**config.mk**
```make
export PLATFORM = sky130hd
export DESIGN_NAME = text_cursor_glyph_blitter_flat
export DESIGN_NICKNAME = d
export VERILOG_FILES = /design/src/design/tcgb_pkg.sv /design/src/design/tcgb_if.sv /design/src/design/tcgb_ctrl.sv /design/src/design/tcgb_dp.sv /design/src/design/text_cursor_glyph_blitter.sv /design/src/flat_wrapper.sv
export SDC_FILE = /design/constraint.sdc
export NUM_CORES = 1
export LEC_CHECK = 0
export ABC_AREA = 1
export BUFFER_PORTS_ARGS = -buffer_cell sky130_fd_sc_hd__buf_2
export CORE_MARGIN = 2
export CORE_UTILIZATION = 59
export CTS_CLUSTER_DIAMETER = 50
export CTS_CLUSTER_SIZE = 10
export DETAILED_ROUTE_END_ITERATION = 10
export GPL_ROUTABILITY_DRIVEN = 0
export HOLD_SLACK_MARGIN = 0.12
export PLACE_DENSITY_LB_ADDON = 0.15
export REMOVE_ABC_BUFFERS = 1
export SETUP_SLACK_MARGIN = 0.1
export SYNTH_ARGS = -nofsm -noshare
export SYNTH_HDL_FRONTEND = slang
export SYNTH_SLANG_ARGS = --single-unit
```
**constraint.sdc**
```tcl
create_clock -name clk_i -period 5.85 [get_ports clk_i]
set_input_delay 0 -clock clk_i [delete_from_list [all_inputs] [get_ports clk_i]]
set_output_delay 0 -clock clk_i [all_outputs]
set_load 0.05 [all_outputs]
```
**src/design/tcgb_pkg.sv**
```systemverilog
// ----------------------------------------------------------------------------
// tcgb_pkg
// Shared types and constants of the text cursor glyph blitter.
// ----------------------------------------------------------------------------
`default_nettype none

package tcgb_pkg;

  localparam logic [2:0] CMD_TEXT    = 3'd0;
  localparam logic [2:0] CMD_RAW     = 3'd1;
  localparam logic [2:0] CMD_SET     = 3'd2;
  localparam logic [2:0] CMD_BCD_SUP = 3'd3;
  localparam logic [2:0] CMD_BCD_PAD = 3'd4;

  localparam logic [7:0] CHR_NUL   = 8'd0;
  localparam logic [7:0] CHR_LF    = 8'd10;
  localparam logic [7:0] CHR_CR    = 8'd13;
  localparam logic [7:0] CHR_SPACE = 8'd32;
  localparam logic [7:0] CHR_ZERO  = 8'd48;

  localparam logic [7:0] SPACE_ADV   = 8'd6;
  localparam logic [7:0] GLYPH_SIZE  = 8'd8;
  localparam logic [7:0] SCREEN_COLS = 8'd128;

  localparam logic REG_LINE_START   = 1'b0;
  localparam logic REG_COLOR_OFFSET = 1'b1;

  typedef enum logic {
    ST_IDLE,
    ST_EMIT
  } state_e;

  typedef struct packed {
    logic load;
    logic step;
  } ctrl_cmd_t;

  typedef struct packed {
    logic emits;
    logic last;
    logic out_free;
  } dp_status_t;

endpackage

`default_nettype wire

```
**src/design/tcgb_if.sv**
```systemverilog
// ----------------------------------------------------------------------------
// tcgb_if
// Valid/ready channels for command items and glyph blit items.
// ----------------------------------------------------------------------------
`default_nettype none

interface tcgb_in_if;
  logic        valid;
  logic        ready;
  logic [2:0]  cmd;
  logic [7:0]  char_code;
  logic [6:0]  new_x;
  logic [7:0]  new_y;
  logic [15:0] bcd_value;

  modport source (
    output valid, cmd, char_code, new_x, new_y, bcd_value,
    input  ready
  );
  modport sink (
    input  valid, cmd, char_code, new_x, new_y, bcd_value,
    output ready
  );
endinterface

interface tcgb_out_if;
  logic       valid;
  logic       ready;
  logic [7:0] screen_x;
  logic [7:0] screen_y;
  logic [6:0] glyph_x;
  logic [6:0] glyph_y;
  logic       last;

  modport source (
    output valid, screen_x, screen_y, glyph_x, glyph_y, last,
    input  ready
  );
  modport sink (
    input  valid, screen_x, screen_y, glyph_x, glyph_y, last,
    output ready
  );
endinterface

`default_nettype wire

```
**src/design/tcgb_ctrl.sv**
```systemverilog
// ----------------------------------------------------------------------------
// tcgb_ctrl
// Controller: takes items while idle and steps the blit datapath.
// ----------------------------------------------------------------------------
`default_nettype none

module tcgb_ctrl (
  input  wire logic                clk_i,
  input  wire logic                rst_ni,
  input  wire logic                in_valid_i,
  output logic                     in_ready_o,
  input  wire tcgb_pkg::dp_status_t status_i,
  output tcgb_pkg::ctrl_cmd_t      cmd_o
);

  tcgb_pkg::state_e state_q, state_d;

  always_ff @(posedge clk_i or negedge rst_ni) begin
    if (!rst_ni) begin
      state_q <= tcgb_pkg::ST_IDLE;
    end else begin
      state_q <= state_d;
    end
  end

  always_comb begin
    state_d = state_q;
    unique case (state_q)
      tcgb_pkg::ST_IDLE: begin
        if (in_valid_i && status_i.emits) state_d = tcgb_pkg::ST_EMIT;
      end
      tcgb_pkg::ST_EMIT: begin
        if (status_i.out_free && status_i.last) state_d = tcgb_pkg::ST_IDLE;
      end
      default: state_d = tcgb_pkg::ST_IDLE;
    endcase
  end

  always_comb begin
    in_ready_o = 1'b0;
    cmd_o      = '0;
    unique case (state_q)
      tcgb_pkg::ST_IDLE: begin
        in_ready_o = 1'b1;
        cmd_o.load = in_valid_i;
      end
      tcgb_pkg::ST_EMIT: begin
        cmd_o.step = status_i.out_free;
      end
      default: ;
    endcase
  end

endmodule

`default_nettype wire

```
**src/design/tcgb_dp.sv**
```systemverilog
// ----------------------------------------------------------------------------
// tcgb_dp
// Datapath: cursor state, item latch, wrap and advance, blit output register.
// ----------------------------------------------------------------------------
`default_nettype none

module tcgb_dp (
  input  wire logic                clk_i,
  input  wire logic                rst_ni,
  input  wire tcgb_pkg::ctrl_cmd_t cmd_i,
  output tcgb_pkg::dp_status_t     status_o,
  input  wire logic [7:0]          line_start_x_i,
  input  wire logic [7:0]          color_offset_i,
  input  wire logic [2:0]          cmd_code_i,
  input  wire logic [7:0]          char_code_i,
  input  wire logic [6:0]          new_x_i,
  input  wire logic [7:0]          new_y_i,
  input  wire logic [15:0]         bcd_value_i,
  input  wire logic                out_ready_i,
  output logic                     out_valid_o,
  output logic [7:0]               screen_x_o,
  output logic [7:0]               screen_y_o,
  output logic [6:0]               glyph_x_o,
  output logic [6:0]               glyph_y_o,
  output logic                     last_o
);

  logic [7:0]  cursor_x_q, cursor_x_d;
  logic [7:0]  cursor_y_q, cursor_y_d;
  logic [7:0]  wrap_x_q, wrap_x_d;
  logic [7:0]  width_q, width_d;

  logic [7:0]  char_q;
  logic        text_q;
  logic        bcd_mode_q;
  logic [15:0] bcd_q;
  logic [1:0]  cnt_q, cnt_d;

  logic        out_valid_q;
  logic [7:0]  screen_x_q, screen_y_q;
  logic [6:0]  glyph_x_q, glyph_y_q;
  logic        last_q;

  logic [8:0]  limit;
  logic        wrap;
  logic [7:0]  wx, wy, code, cell_code;
  logic        emits;

  // Wrap and advance for the next blit of the item
  always_comb begin
    limit = {1'b0, width_q} + {1'b0, line_start_x_i};
    if (text_q) begin
      wrap = ({1'b0, cursor_x_q} + {1'b0, tcgb_pkg::GLYPH_SIZE}) >= limit;
    end else begin
      wrap = {1'b0, cursor_x_q} >= limit;
    end
    wx = cursor_x_q;
    wy = cursor_y_q;
    if (wrap) begin
      wx = text_q ? wrap_x_q : cursor_x_q - width_q;
      wy = cursor_y_q + tcgb_pkg::GLYPH_SIZE;
    end
    code = bcd_mode_q ? tcgb_pkg::CHR_ZERO + {4'h0, bcd_q[15:12]} : char_q;
    cell_code = code + color_offset_i;
  end

  always_comb begin
    emits = 1'b0;
    cnt_d = 2'd0;
    unique case (cmd_code_i)
      tcgb_pkg::CMD_TEXT: begin
        emits = (char_code_i != tcgb_pkg::CHR_NUL) && (char_code_i != tcgb_pkg::CHR_SPACE) &&
                (char_code_i != tcgb_pkg::CHR_LF) && (char_code_i != tcgb_pkg::CHR_CR);
      end
      tcgb_pkg::CMD_RAW: emits = 1'b1;
      tcgb_pkg::CMD_BCD_SUP: begin
        emits = 1'b1;
        if (bcd_value_i[15:12] != 4'h0)     cnt_d = 2'd3;
        else if (bcd_value_i[11:8] != 4'h0) cnt_d = 2'd2;
        else if (bcd_value_i[7:4] != 4'h0)  cnt_d = 2'd1;
        else                                cnt_d = 2'd0;
      end
      tcgb_pkg::CMD_BCD_PAD: begin
        emits = 1'b1;
        cnt_d = 2'd3;
      end
      default: ;
    endcase
  end

  always_comb begin
    cursor_x_d = cursor_x_q;
    cursor_y_d = cursor_y_q;
    wrap_x_d   = wrap_x_q;
    width_d    = width_q;
    if (cmd_i.load) begin
      unique case (cmd_code_i)
        tcgb_pkg::CMD_TEXT: begin
          if (char_code_i == tcgb_pkg::CHR_SPACE) begin
            cursor_x_d = cursor_x_q + tcgb_pkg::SPACE_ADV;
          end else if (char_code_i == tcgb_pkg::CHR_LF) begin
            cursor_y_d = cursor_y_q + tcgb_pkg::GLYPH_SIZE;
          end else if (char_code_i == tcgb_pkg::CHR_CR) begin
            cursor_x_d = line_start_x_i;
          end
        end
        tcgb_pkg::CMD_SET: begin
          cursor_x_d = {1'b0, new_x_i};
          wrap_x_d   = {1'b0, new_x_i};
          cursor_y_d = new_y_i;
          width_d    = tcgb_pkg::SCREEN_COLS - {1'b0, new_x_i};
        end
        default: ;
      endcase
    end else if (cmd_i.step) begin
      cursor_x_d = wx + tcgb_pkg::GLYPH_SIZE;
      cursor_y_d = wy;
    end
  end

  always_ff @(posedge clk_i or negedge rst_ni) begin
    if (!rst_ni) begin
      cursor_x_q  <= '0;
      cursor_y_q  <= '0;
      wrap_x_q    <= '0;
      width_q     <= tcgb_pkg::SCREEN_COLS;
      out_valid_q <= 1'b0;
    end else begin
      cursor_x_q <= cursor_x_d;
      cursor_y_q <= cursor_y_d;
      wrap_x_q   <= wrap_x_d;
      width_q    <= width_d;
      if (cmd_i.step) begin
        out_valid_q <= 1'b1;
      end else if (out_ready_i) begin
        out_valid_q <= 1'b0;
      end
    end
  end

  always_ff @(posedge clk_i) begin
    if (cmd_i.load) begin
      char_q     <= char_code_i;
      text_q     <= cmd_code_i == tcgb_pkg::CMD_TEXT;
      bcd_mode_q <= (cmd_code_i == tcgb_pkg::CMD_BCD_SUP) ||
                    (cmd_code_i == tcgb_pkg::CMD_BCD_PAD);
      cnt_q      <= cnt_d;
      bcd_q      <= bcd_value_i << {2'd3 - cnt_d, 2'b00};
    end else if (cmd_i.step) begin
      cnt_q <= cnt_q - 2'd1;
      bcd_q <= {bcd_q[11:0], 4'h0};
    end
    if (cmd_i.step) begin
      screen_x_q <= wx;
      screen_y_q <= wy;
      glyph_x_q  <= {cell_code[3:0], 3'b000};
      glyph_y_q  <= {cell_code[7:4], 3'b000};
      last_q     <= cnt_q == 2'd0;
    end
  end

  assign status_o.emits    = emits;
  assign status_o.last     = cnt_q == 2'd0;
  assign status_o.out_free = !out_valid_q || out_ready_i;

  assign out_valid_o = out_valid_q;
  assign screen_x_o  = screen_x_q;
  assign screen_y_o  = screen_y_q;
  assign glyph_x_o   = glyph_x_q;
  assign glyph_y_o   = glyph_y_q;
  assign last_o      = last_q;

endmodule

`default_nettype wire

```
**src/design/text_cursor_glyph_blitter.sv**
```systemverilog
// ----------------------------------------------------------------------------
// text_cursor_glyph_blitter
// Turns text, raw, cursor and BCD command items into 8x8 glyph blit items.
// ----------------------------------------------------------------------------
// Commands that give no blit (cursor moves, set cursor, unknown codes) take
// effect at the edge that accepts them and the block is ready again the next
// cycle. A text or raw character is accepted and then gives one blit; a BCD
// value is accepted and then gives one blit per printed digit (up to 4), as a
// single wrap/advance unit forms one blit per cycle with the cursor it leaves.
// A stalled output holds that unit. The next item is accepted while the final
// blit still waits in the output register.
`default_nettype none

module text_cursor_glyph_blitter (
  input  wire logic        clk_i,
  input  wire logic        rst_ni,
  tcgb_in_if.sink          in_i,
  tcgb_out_if.source       out_o,
  input  wire logic        psel,
  input  wire logic        penable,
  input  wire logic        pwrite,
  input  wire logic [2:0]  paddr,
  input  wire logic [31:0] pwdata,
  output logic [31:0]      prdata,
  output logic             pready
);

  logic [7:0] line_start_x_q;
  logic [7:0] color_offset_q;

  tcgb_pkg::ctrl_cmd_t  ctrl_cmd;
  tcgb_pkg::dp_status_t dp_status;

  always_ff @(posedge clk_i or negedge rst_ni) begin
    if (!rst_ni) begin
      line_start_x_q <= '0;
      color_offset_q <= '0;
    end else if (psel && penable && pwrite) begin
      unique case (paddr[2])
        tcgb_pkg::REG_LINE_START:   line_start_x_q <= pwdata[7:0];
        tcgb_pkg::REG_COLOR_OFFSET: color_offset_q <= pwdata[7:0];
        default: ;
      endcase
    end
  end

  always_comb begin
    unique case (paddr[2])
      tcgb_pkg::REG_LINE_START:   prdata = {24'h0, line_start_x_q};
      tcgb_pkg::REG_COLOR_OFFSET: prdata = {24'h0, color_offset_q};
      default:                    prdata = '0;
    endcase
  end

  assign pready = 1'b1;

  tcgb_ctrl u_ctrl (
    .clk_i      (clk_i),
    .rst_ni     (rst_ni),
    .in_valid_i (in_i.valid),
    .in_ready_o (in_i.ready),
    .status_i   (dp_status),
    .cmd_o      (ctrl_cmd)
  );

  tcgb_dp u_dp (
    .clk_i          (clk_i),
    .rst_ni         (rst_ni),
    .cmd_i          (ctrl_cmd),
    .status_o       (dp_status),
    .line_start_x_i (line_start_x_q),
    .color_offset_i (color_offset_q),
    .cmd_code_i     (in_i.cmd),
    .char_code_i    (in_i.char_code),
    .new_x_i        (in_i.new_x),
    .new_y_i        (in_i.new_y),
    .bcd_value_i    (in_i.bcd_value),
    .out_ready_i    (out_o.ready),
    .out_valid_o    (out_o.valid),
    .screen_x_o     (out_o.screen_x),
    .screen_y_o     (out_o.screen_y),
    .glyph_x_o      (out_o.glyph_x),
    .glyph_y_o      (out_o.glyph_y),
    .last_o         (out_o.last)
  );

`ifndef SYNTHESIS
  assert property (@(posedge clk_i) disable iff (!rst_ni)
    (ctrl_cmd.step && dp_status.last) |=> in_i.ready)
    else $error("not ready after final blit of an item");

  assert property (@(posedge clk_i) disable iff (!rst_ni)
    ctrl_cmd.step |=> out_o.valid)
    else $error("blit step did not fill output register");

  assert property (@(posedge clk_i) disable iff (!rst_ni)
    (in_i.valid && in_i.ready && in_i.cmd == tcgb_pkg::CMD_BCD_PAD) |=> !in_i.ready)
    else $error("padded BCD item did not start blitting");
`endif

endmodule

`default_nettype wire

```
**src/flat_wrapper.sv**
```systemverilog
// flat-port wrapper written by rule: the top's interface ports become plain ports
module text_cursor_glyph_blitter_flat 
  (clk_i, rst_ni, psel, penable, pwrite, paddr, pwdata, prdata, pready, in_i_valid, in_i_cmd, in_i_char_code, in_i_new_x, in_i_new_y, in_i_bcd_value, in_i_ready, out_o_valid, out_o_screen_x, out_o_screen_y, out_o_glyph_x, out_o_glyph_y, out_o_last, out_o_ready);
  tcgb_in_if in_i_i ();
  tcgb_out_if out_o_i ();
  input  wire logic clk_i;
  input  wire logic rst_ni;
  input  wire logic psel;
  input  wire logic penable;
  input  wire logic pwrite;
  input  wire logic [2:0] paddr;
  input  wire logic [31:0] pwdata;
  output logic [31:0] prdata;
  output logic pready;
  input wire logic [$bits(in_i_i.valid)-1:0] in_i_valid;
  input wire logic [$bits(in_i_i.cmd)-1:0] in_i_cmd;
  input wire logic [$bits(in_i_i.char_code)-1:0] in_i_char_code;
  input wire logic [$bits(in_i_i.new_x)-1:0] in_i_new_x;
  input wire logic [$bits(in_i_i.new_y)-1:0] in_i_new_y;
  input wire logic [$bits(in_i_i.bcd_value)-1:0] in_i_bcd_value;
  output wire logic [$bits(in_i_i.ready)-1:0] in_i_ready;
  output wire logic [$bits(out_o_i.valid)-1:0] out_o_valid;
  output wire logic [$bits(out_o_i.screen_x)-1:0] out_o_screen_x;
  output wire logic [$bits(out_o_i.screen_y)-1:0] out_o_screen_y;
  output wire logic [$bits(out_o_i.glyph_x)-1:0] out_o_glyph_x;
  output wire logic [$bits(out_o_i.glyph_y)-1:0] out_o_glyph_y;
  output wire logic [$bits(out_o_i.last)-1:0] out_o_last;
  input wire logic [$bits(out_o_i.ready)-1:0] out_o_ready;
  assign in_i_i.valid = in_i_valid;
  assign in_i_i.cmd = in_i_cmd;
  assign in_i_i.char_code = in_i_char_code;
  assign in_i_i.new_x = in_i_new_x;
  assign in_i_i.new_y = in_i_new_y;
  assign in_i_i.bcd_value = in_i_bcd_value;
  assign in_i_ready = in_i_i.ready;
  assign out_o_valid = out_o_i.valid;
  assign out_o_screen_x = out_o_i.screen_x;
  assign out_o_screen_y = out_o_i.screen_y;
  assign out_o_glyph_x = out_o_i.glyph_x;
  assign out_o_glyph_y = out_o_i.glyph_y;
  assign out_o_last = out_o_i.last;
  assign out_o_i.ready = out_o_ready;
  text_cursor_glyph_blitter u_core (.clk_i(clk_i), .rst_ni(rst_ni), .in_i(in_i_i), .out_o(out_o_i), .psel(psel), .penable(penable), .pwrite(pwrite), .paddr(paddr), .pwdata(pwdata), .prdata(prdata), .pready(pready));
endmodule
```
==> After elaboration in Yosys (flattened, before gate mapping) <==
Cells that the tools add are included.
{ "op_classes": {"eq_ne": 15, "n_shift": 1, "n_div": 0, "mux": 34, "n_reduce_logical": 24, "n_lt_le_gt_ge": 2, "add_sub_neg": 11, "n_bitwise": 2, "n_mul": 0} }
{ "op_table": {"columns": ["op", "count"], "rows": [
  ["2-to-1 mux 8 bit", 13],
  ["case mux 32 bit (2 select lines)", 1],
  ["2-to-1 mux 16 bit", 2],
  ["case mux 8 bit (2 select lines)", 2],
  ["adder 8 x 4 -> 8 bit, second input constant", 2],
  ["== test 8 x 4 -> 1 bit, second input constant", 2],
  ["!= test 8 x 4 -> 1 bit, second input constant", 2],
  ["<< shifter 16 x 4 -> 16 bit", 1],
  ["nonzero test 4 bit", 3],
  ["adder 8 x 4 -> 9 bit, second input constant", 1],
  ["adder 8 x 8 -> 9 bit", 1],
  ["greater-or-equal comparator 8 x 9 -> 1 bit", 1],
  ["greater-or-equal comparator 9 bit", 1],
  ["2-to-1 mux 1 bit", 9],
  ["!= test 3 bit, second input constant", 3],
  ["adder 8 x 3 -> 8 bit, second input constant", 1],
  ["adder 8 bit", 1],
  ["== test 8 x 6 -> 1 bit, second input constant", 1],
  ["2-to-1 mux 2 bit", 4],
  ["!= test 4 bit, second input constant", 2],
  ["!= test 8 x 6 -> 1 bit, second input constant", 1],
  ["AND reduction 4 bit", 2],
  ["nonzero test 8 bit", 1],
  ["subtractor 8 x 7 -> 8 bit, first input constant", 1],
  ["18 further kinds", 31]
]} }
{ "word_totals": {"in_bits": 84, "wordCells": 107, "ram_bits": 0, "out_inout_bits": 66, "latchBits": 0, "ff_bits": 102, "romBits": 0, "memories": 0} }

==> Depth between registers and ports, before layout <==
Gate-level depths: netlist (run 1).
{ "logic_depth": {"ltp_word": 8, "mapped_depth": 29, "depth_no_buf": 28} }

==> By module <==
Synthesis (run 1) repeated with hierarchy kept, for this count alone.
{ "hier_totals": {"hier_cells": 812, "hier_area_um2": 6611.3} }
{ "by_module_without_submodules": {"columns": ["module", "instances", "cells_each", "area_each_um2", "seq_area_each_um2"], "rows": [
  ["tcgb_dp", 1, 677, 5596.6, 2368.5],
  ["text_cursor_glyph_blitter", 1, 125, 949.7, 400.4],
  ["tcgb_ctrl", 1, 10, 65.1, 25.0]
]} }

==> Worst setup path before layout (run 1) <==
OpenSTA, ideal clock, no wires.
{ "synth_timing": {"path_kind": "reg-to-reg", "startpoint": "register u_core.u_dp.width_q[0]", "endpoint": "register u_core.u_dp.cursor_x_q[7]", "required_time_ps": 5727, "arrival_ps": 3192, "path_slack_ps": 2535, "path_stages_with_launch": 30, "synth_period_minus_slack_ps": 3315, "setup_time_ps": 123, "path_buffers": 1, "path_cell_list": "dfrtp_1 > ha_1 > inv_1 > fa_1 > inv_1 > nand2_1 > nand2_1 > and2_4 > xnor2_1 > ha_1 > nand2_1 > inv_1 > nand3_1 > nand3_1 > nand2_1 > nand2_1 > nand2_1 > nand3_1 > nand2_2 > nand2_4 > nand2_4 > buf_6 > nand2_1 > nand2_1 > ha_1 > inv_1 > a21oi_1 > nand3_1 > nand3_1 > a21oi_1"} }
{ "synth_via": {"elab_chain_len": 7, "word_cells_on_any_way": 10, "classes_between": "add/sub: 3; order compare: 2; mux: 5"} }
{ "synth_lines": {"columns": ["element", "line_no", "rtl"], "rows": [
  ["from (decl)", "tcgb_dp.sv:31", "logic [7:0] width_q, width_d;"],
  ["from (signal assigned)", "tcgb_dp.sv:126", "width_q <= tcgb_pkg::SCREEN_COLS;"],
  ["from (signal assigned)", "tcgb_dp.sv:132", "width_q <= width_d;"],
  ["adder 8 x 8 -> 9 bit", "tcgb_dp.sv:51", "limit = {1'b0, width_q} + {1'b0, line_start_x_i};"],
  ["greater-or-equal comparator 8 x 9 -> 1 bit or greater-or-equal comparator 9 bit (tied branches)", "tcgb_dp.sv:55, tcgb_dp.sv:53", null],
  ["2-to-1 mux 1 bit", "tcgb_dp.sv:52", "if (text_q) begin"],
  ["2-to-1 mux 8 bit *", "tcgb_dp.sv:59", "if (wrap) begin"],
  ["via u_core.u_dp.wx[3]", "tcgb_dp.sv:46", "logic [7:0] wx, wy, code, cell_code;"],
  ["adder 8 x 4 -> 8 bit *", "tcgb_dp.sv:116", "cursor_x_d = wx + tcgb_pkg::GLYPH_SIZE;"],
  ["2-to-1 mux 8 bit *", "tcgb_dp.sv:115", "end else if (cmd_i.step) begin"],
  ["2-to-1 mux 8 bit *", "tcgb_dp.sv:96", "if (cmd_i.load) begin"],
  ["to (signal assigned)", "tcgb_dp.sv:129", "cursor_x_q <= cursor_x_d;"],
  ["to (decl)", "tcgb_dp.sv:28", "logic [7:0] cursor_x_q, cursor_x_d;"]
]} }
The timed path passes the listed nets; every way through them passes the cells marked *. The select of a mux whose other input is x is not followed.
A chain may end at the register's enable or synchronous reset.

==> Worst setup path in the final report (run 1) <==
Same ends and word-level chain as after synthesis.

==> impl_metrics.yaml, run 1 <==
floorplanning:
  rows: 38
  core_area_mm2: 0.0108
  floorplan.initialDensity_pct: 60.5
  die_area_mm2: 0.0120
  fp.dieH_um: 109
  die_w_um: 109
  io_pins: 150
clock_tree:
  h-tree-depth: 3
  clock-sinks: 101
  cts_root_buf: "clkbuf_8"
  clk_latency_ns: 0.39
  cts_buffers: 9
  cts_setup_buffers: 0
  clk_path_buf_depth: 2
  cts.clk_slew.worst_paths_ns: 0.10
  cts_tree: "yes"
worst_setup_path:
  endpoint_kind: "flop"
  cp.arrival_ns: 4.21
  required_ns: 6.13
  worstSetupStartpointType: "flop"
  critPathMaxStageDelay_ns: 0.43
  crit_slowest_cell: "dfrtp_1"
  worst-setup-path-type: "reg2reg"
  crit_family: "simple AND/OR/NAND/NOR gates"
  crit_top_cell: "nand2_1"
  worst-path-max-fanout: 21
  cp_num_buf_inv: 3
yosys:
  synth_area_leaders: "edfxtp_1 24%, dfrtp_1 18%, nand2_1 11%, ha_1 7.2%, inv_1 5.6%"
  synthDistinctLibCells: 51
  synth-seq-cells: 101
  ys_dominant_reg_cell: "edfxtp_1"
  synth_async_sr_flop_share_pct: 47.5
  yosysTopAreaCellShare_pct: 24.3
  avgSynthCellArea_um2: 8.23
  netlist_top_cells_count: "192 x nand2_1, 98 x inv_1, 59 x o21ai_0"
  ys_warn_count: 0
  netlist_instances: 797
  seq_area_frac_synth_pct: 42.6
  synth_edf_count: 53
  netlist_area_mm2: 0.00656
  yosysMostFrequentCell: "nand2_1"
  synth_top_cell_by_area: "edfxtp_1"
global_route:
  grt_pass1_wl_um: 26900
  grt_use_met1_pct: 37.1
  grt_max_degree: 49
  gr-max-usage-layer: "met2"
  track_usage_pct: 29.0
  overflow: 0
  antenna_found_initial: 0
  grt_util_met3_pct: 4.09
  grt_pass1_vias: 5725
  use_met2_pct: 49.9
layout:
  final_cells: 1079
  stdcell_area_mm2: 0.00773
  finish.utilization_pct: 71.3
  drive_above_1_share_pct: 15.0
  antenna_cells: 0
  synthToLayoutAreaGrowth_pct: 17.8
  nets: 1059
power:
  p_clk_share_pct: 11.0
  power-per-cell-area_mw_per_mm2: 598
  swShare_pct: 49.8
  seqPwrFrac_pct: 29.2
  share_comb_of_total_power_pct: 59.8
  leakagePower_nw: 3.82
  finalPower_mw: 4.62
  ir_worst_vdd_uv: 367
  intPower_mw: 2.32
  switchingPower_mw: 2.30
sta:
  setup_violations: 0
  setup_slack_ns: 1.92
  rsz0062_at_grt: "no"
  hold_slack_ns: 0.152
  hold_viol_final: 0
  max_freq_ghz: 0.254
  slew_headroom_pct: 42.8
  period_needed_ns: 3.93
  final.setup.tns_ns: 0
  maxSlewViolCount: 0
  worstMarginPinSlew_ns: 0.859
  fin_skew_ns: 0.0103
  fin_crit_sh_pct: 67.2
place:
  dp_cells: 1014
  placed_area_mm2: 0.00701
  place_hpwl_um: 11700
  io_buffers: 92
  pre_cts_slack_ns: 1.96
drt:
  via_per_inst: 5.48
  wl_per_cell_um: 15.3
  dr.first_iter.drc_count: 433
  drt-pass1-iter-count: 5
  vias: 5913
  drc: 0
  drt-total-wl_um: 16500
  ant_nets: 0
status:
  status: "finished, final reports clean"
run:
  cap_violations: 0
min_path:
  hold_path.class: "in2reg"
-- layer usage --
layer / share of wire (%) / up-vias
met5: 0 / -
met4: 2.4 / 0
met3: 5.7 / 33
met2: 50 / 237
met1: 42 / 2782
li1: - / 2861
-- final timing paths --
check / startpoint / endpoint / slack (ns) / cells past startpoint
worst min-delay path: in_i_bcd_value[9] / u_core.u_dp.bcd_q[9] / 0.15 / 5
worst max register to register: u_core.u_dp.width_q[0] / u_core.u_dp.cursor_x_q[7] / 1.92 / 26
min in group asynchronous: rst_ni / u_core.u_dp.wrap_x_q[5] / 0.26 / 3
max in group asynchronous: rst_ni / u_core.u_dp.wrap_x_q[4] / 5.14 / 3
worst max-delay path: u_core.u_dp.width_q[0] / u_core.u_dp.cursor_x_q[7] / 1.92 / 26
worst min register to register: u_core.u_dp.cursor_y_q[1] / u_core.u_dp.screen_y_o[1] / 0.46 / 0
-- cell type report --
type | count | area (um2)
Clock buffer | 10 | 138
Clock inverter | 6 | 85.1
Fill cell | 841 | 3110
Inverter | 104 | 390
Multi-Input combinational cell | 573 | 3160
Sequential cell | 101 | 2790
Tap cell | 140 | 175
Timing Repair Buffer | 145 | 981
-- registers in the layout, summed over array words and instances, names as in the netlist --
signal	count
u_core.u_dp.bcd_q	16
u_core.color_offset_q	8
u_core.line_start_x_q	8
u_core.u_dp.char_q	8
u_core.u_dp.cursor_x_q	8
u_core.u_dp.cursor_y_q	8
u_core.u_dp.screen_x_o	8
u_core.u_dp.screen_y_o	8
u_core.u_dp.width_q	8
u_core.u_dp.wrap_x_q	6
u_core.u_dp.glyph_x_o	4
u_core.u_dp.glyph_y_o	4
u_core.u_dp.cnt_q	2
u_core.u_ctrl.state_q	1
u_core.u_dp.bcd_mode_q	1
u_core.u_dp.last_o	1
u_core.u_dp.out_valid_o	1
u_core.u_dp.text_q	1
-- worst register-to-register path: cells and delay by family (launching register included) --
| kind | cells | cell delay [ns] |
|---|---|---|
| simple gates | 15 | 1.57 |
| fa+ha+maj | 4 | 1.10 |
| flops | 1 | 0.43 |
| compound gates | 3 | 0.38 |
| buf+inv | 3 | 0.20 |
| xor+xnor | 1 | 0.16 |
-- power by group through the flow --
| stage | Clock, mW | Sequential (mW) | Combinational [mW] |
|---|---|---|---|
| floorplan | 0 | 1.63 | 1.81 |
| global placement | 0 | 1.34 | 2.59 |
| detailed placement | 0 | 1.35 | 2.70 |
| CTS | 0.510 | 1.35 | 2.75 |
| global route | 0.540 | 1.38 | 3.11 |
| finish | 0.506 | 1.35 | 2.76 |
-- kinds of logic after synthesis --
| family | synth area share [%] |
|---|---|
| AOI/OAI and AO/OA | 12.9 |
| xor gates and xnor gates | 3.34 |
| adders and majority gates | 8.16 |
| buffers and inverters | 10.9 |
| DFF | 42.6 |
| muxes | 0.305 |
| other | 0.114 |
| and+or+nand+nor | 21.7 |
-- layout by cell type, fill, tap and decap left out, drive strengths merged, types with 43 or more instances in the layout --
master / netlist / layout
nand2: 198 / 198
inv: 102 / 103
buf: 35 / 96
nor2: 61 / 61
o21ai: 60 / 60
edfxtp: 53 / 53
dlygate4sd3: 0 / 49
dfrtp: 47 / 47
nand3: 44 / 44
a21oi: 43 / 43
-- what timing repair did --
| action | 4_1_cts | 5_1_grt |
|---|---|---|
| endpoints found under the hold margin | 115 | 0 |
| gates resized for setup | 0 | 0 |
| hold buffers | 49 | 0 |
(Power assumes the default switching activity.)
==> run 2, diff against run 1 <==
--- a/config.mk
+++ b/config.mk
@@ -5,10 +5,10 @@
 export SDC_FILE = /design/constraint.sdc
 export NUM_CORES = 1
 export LEC_CHECK = 0
-export ABC_AREA = 1
+export ABC_AREA = 0
 export BUFFER_PORTS_ARGS = -buffer_cell sky130_fd_sc_hd__buf_2
 export CORE_MARGIN = 2
-export CORE_UTILIZATION = 59
+export CORE_UTILIZATION = 55
 export CTS_CLUSTER_DIAMETER = 50
 export CTS_CLUSTER_SIZE = 10
 export DETAILED_ROUTE_END_ITERATION = 10
==> constraint.sdc (replaced) <==
create_clock -name clk_i -period 4 [get_ports clk_i]
set_input_delay 0 -clock clk_i [delete_from_list [all_inputs] [get_ports clk_i]]
set_output_delay 0 -clock clk_i [all_outputs]
set_load 0.05 [all_outputs]
==> run 2 against run 1 <==
Against the previous run:
- the flow now finishes with violations (setup timing)
- largest power group unchanged
- routed wire length increased by 8.7%
- highest routed layer unchanged
- final area increased by 8.1%
- via count decreased by 3.8%
- synthesized cell count decreased by 18%
- flip-flop and latch count unchanged
==> impl_metrics.yaml, run 2 <==
status:
  status: "complete, but fails checks"
  violations: "setup timing"
clock_tree:
  clk_latency_ns: 0.36
  cts_tree: "yes"
  cts.clk_slew.worst_paths_ns: 0.07
  h-tree-depth: 3
  cts_root_buf: "clkbuf_16"
  cts_buffers: 9
  clock-sinks: 101
  clk_path_buf_depth: 2
drt:
  dr.max_layer_used: "met4"
  wl_met1_um: 7200
  ant_nets: 0
  drc: 0
  dr_wl_met3_um: 1020
  dr_wl_met2_um: 8890
  via_per_inst: 5.82
  dr.first_iter.drc_count: 428
  drt-pass1-iter-count: 7
  wl_per_cell_um: 18.3
  vias: 5690
  drt-total-wl_um: 17900
yosys:
  yosysMostFrequentCell: "nand2_1"
  avgSynthCellArea_um2: 10.1
  seq_area_frac_synth_pct: 42.5
  synth_edf_count: 53
  synth_area_leaders: "edfxtp_1 24%, dfrtp_1 18%, ha_1 7.2%, mux2_2 6.5%, buf_4 3.5%"
  synthDistinctLibCells: 69
  ys_dominant_reg_cell: "edfxtp_1"
  netlist_instances: 651
  netlist_top_cells_count: "58 x nand2_1, 53 x edfxtp_1, 47 x dfrtp_1"
  yosysTopAreaCellShare_pct: 24.2
  synth-seq-cells: 101
  netlist_area_mm2: 0.00657
  ys_warn_count: 0
  synth_top_cell_by_area: "edfxtp_1"
  synth_async_sr_flop_share_pct: 47.5
min_path:
  hold_path.class: "in2reg"
  worstHoldStart: "in_i_cmd[1]"
  min_path_cells: 4
  hold_path_end: "u_core.u_ctrl.state_q"
place:
  dp_cells: 910
  placed_area_mm2: 0.00735
  place_hpwl_um: 12600
  io_buffers: 92
  pre_cts_slack_ns: -0.446
floorplanning:
  die_area_mm2: 0.0128
  floorplan.initialDensity_pct: 57.0
  io_pins: 150
  core_area_mm2: 0.0115
  die_w_um: 113
  rows: 39
  fp.dieH_um: 113
layout:
  layout_commonest_cell: "buf_2"
  final_cells: 977
  drive_above_1_share_pct: 28.2
  stdcell_area_mm2: 0.00835
  top_register: "u_core.u_dp.bcd_q"
  nets: 954
  largest_register_ffs: 16
  finish.utilization_pct: 72.5
  layout_common_cells: "92 x buf_2, 57 x nand2_1, 53 x edfxtp_1, 49 x buf_4, 47 x dfrtp_1"
  synthToLayoutAreaGrowth_pct: 27.1
  antenna_cells: 0
power:
  power-per-cell-area_mw_per_mm2: 902
  switchingPower_mw: 3.43
  leakagePower_nw: 3.74
  share_comb_of_total_power_pct: 61.4
  swShare_pct: 45.5
  p_clk_share_pct: 12.8
  intPower_mw: 4.11
  seqPwrFrac_pct: 25.8
  ir_worst_vdd_uv: 624
  finalPower_mw: 7.53
sta:
  setup_violations: 3
  fin_skew_ns: 0.00962
  slew_headroom_pct: 36.5
  hold_slack_ns: 0.133
  max_freq_ghz: 0.234
  hold_viol_final: 0
  worstMarginPinSlew_ns: 0.950
  maxSlewViolCount: 0
  final.setup.tns_ns: -0.515
  rsz0062_at_grt: "yes"
  fin_crit_sh_pct: 107
  setup_slack_ns: -0.268
  period_needed_ns: 4.27
worst_setup_path:
  r2r_slack_ns: -0.27
  regToRegEndpoint: "u_core.u_dp.cursor_x_q[7]"
  worstSetupStartpointType: "flop"
  endpoint_kind: "flop"
  cp.arrival_ns: 4.56
  worst-path-max-fanout: 4
  reg2reg_from: "u_core.u_dp.width_q[1]"
  rr_worst_depth: 20
  worst-setup-path-type: "reg2reg"
  required_ns: 4.30
global_route:
  grt_pass1_vias: 5674
  grt_pass1_wl_um: 28000
  overflow: 0
  track_usage_pct: 28.0
  antenna_found_initial: 0
  grt_max_degree: 49
run:
  cap_violations: 0
-- run 2: cell count changes in the layout (fill, tap and decap cells not counted), sizes merged, moves of 12 or more --
| cell | delta |
|---|---|
| nand2 | -140 |
| inv | -66 |
| buf | +48 |
| mux2 | +38 |
| nand3 | -33 |
| nor2 | -22 |
| o21ai | -22 |
| nor3 | +12 |
-- run 2: timing repair --
item,4_1_cts,5_1_grt
endpoints found under the setup margin,14,20
pin swaps,6,11
buffers inserted,1,6
resized for setup,13,24
hold buffers,44,0
endpoints found under the hold margin,106,0
-- run 2: cell type report --
class | count | area (um2)
clock buffers | 11 | 264
clock inverters | 5 | 67.6
fillers | 806 | 3170
inverters | 34 | 128
multi-input cells | 495 | 3620
flip-flops and latches | 101 | 2790
well taps | 143 | 179
repair buffers | 188 | 1300
-- run 2: critical path, cell delays in order (launching register included) --
cell	delay [ns]
dfrtp_1	0.42
ha_4	0.27
a211oi_4	0.22
nor2_2	0.07
o21a_1	0.17
nor2_1	0.11
xor2_1	0.24
ha_1	0.32
a21oi_2	0.14
nand2_1	0.07
a41oi_2	0.27
nor2_1	0.11
o311a_4	0.40
o21ai_4	0.15
nand2_2	0.09
mux2_4	0.32
ha_4	0.16
nand3_1	0.06
a21oi_1	0.06
or4_1	0.46
nand3_1	0.08
-- run 2: power by group through the flow --
stage | Combinational, mW | Sequential [mW] | Clock, mW
after global placement | 3.95 | 1.93 | 0
final | 4.62 | 1.95 | 0.965
after floorplan | 2.40 | 2.37 | 0
after detailed placement | 4.08 | 1.94 | 0
after CTS | 4.24 | 1.93 | 0.975
after global routing | 4.99 | 2.00 | 1.01
-- run 2: worst max path at each step --
stage,depth (start not counted),from,end
4_1_cts,20,u_core.u_dp.width_q[1],u_core.u_dp.cursor_x_q[7]
6_report,20,u_core.u_dp.width_q[1],u_core.u_dp.cursor_x_q[7]
5_1_grt,20,u_core.u_dp.width_q[1],u_core.u_dp.cursor_x_q[7]
3_5_place_dp,20,u_core.u_dp.width_q[1],u_core.u_dp.cursor_x_q[7]
2_1_floorplan,20,u_core.u_dp.width_q[1],u_core.u_dp.cursor_x_q[7]
3_3_place_gp,20,u_core.u_dp.width_q[1],u_core.u_dp.cursor_x_q[7]
-- run 2: cells by family (layout without fill, tap and decap cells) --
group                    Yosys count  count (layout)  share of synthesized area, %
AO/OA/AOI/OAI                    158             158                          16.1
XOR/XNOR                          35              35                          4.78
adder cells (fa/ha/maj)           42              42                          8.33
buffers and inverters             84             238                          6.59
flip-flops                       101             101                          42.5
multiplexers                      51              51                          8.50
other                              2              31                         0.114
AND/OR/NAND/NOR                  178             178                          13.1
-- run 2: per-layer routing --
metal / up-vias / global-route usage (%)
met2: 261 / 47.7
met1: 2691 / 34.2
met3: 59 / 4.39
met4: 0 / 15.2
li1: 2679 / -
met5: - / 0
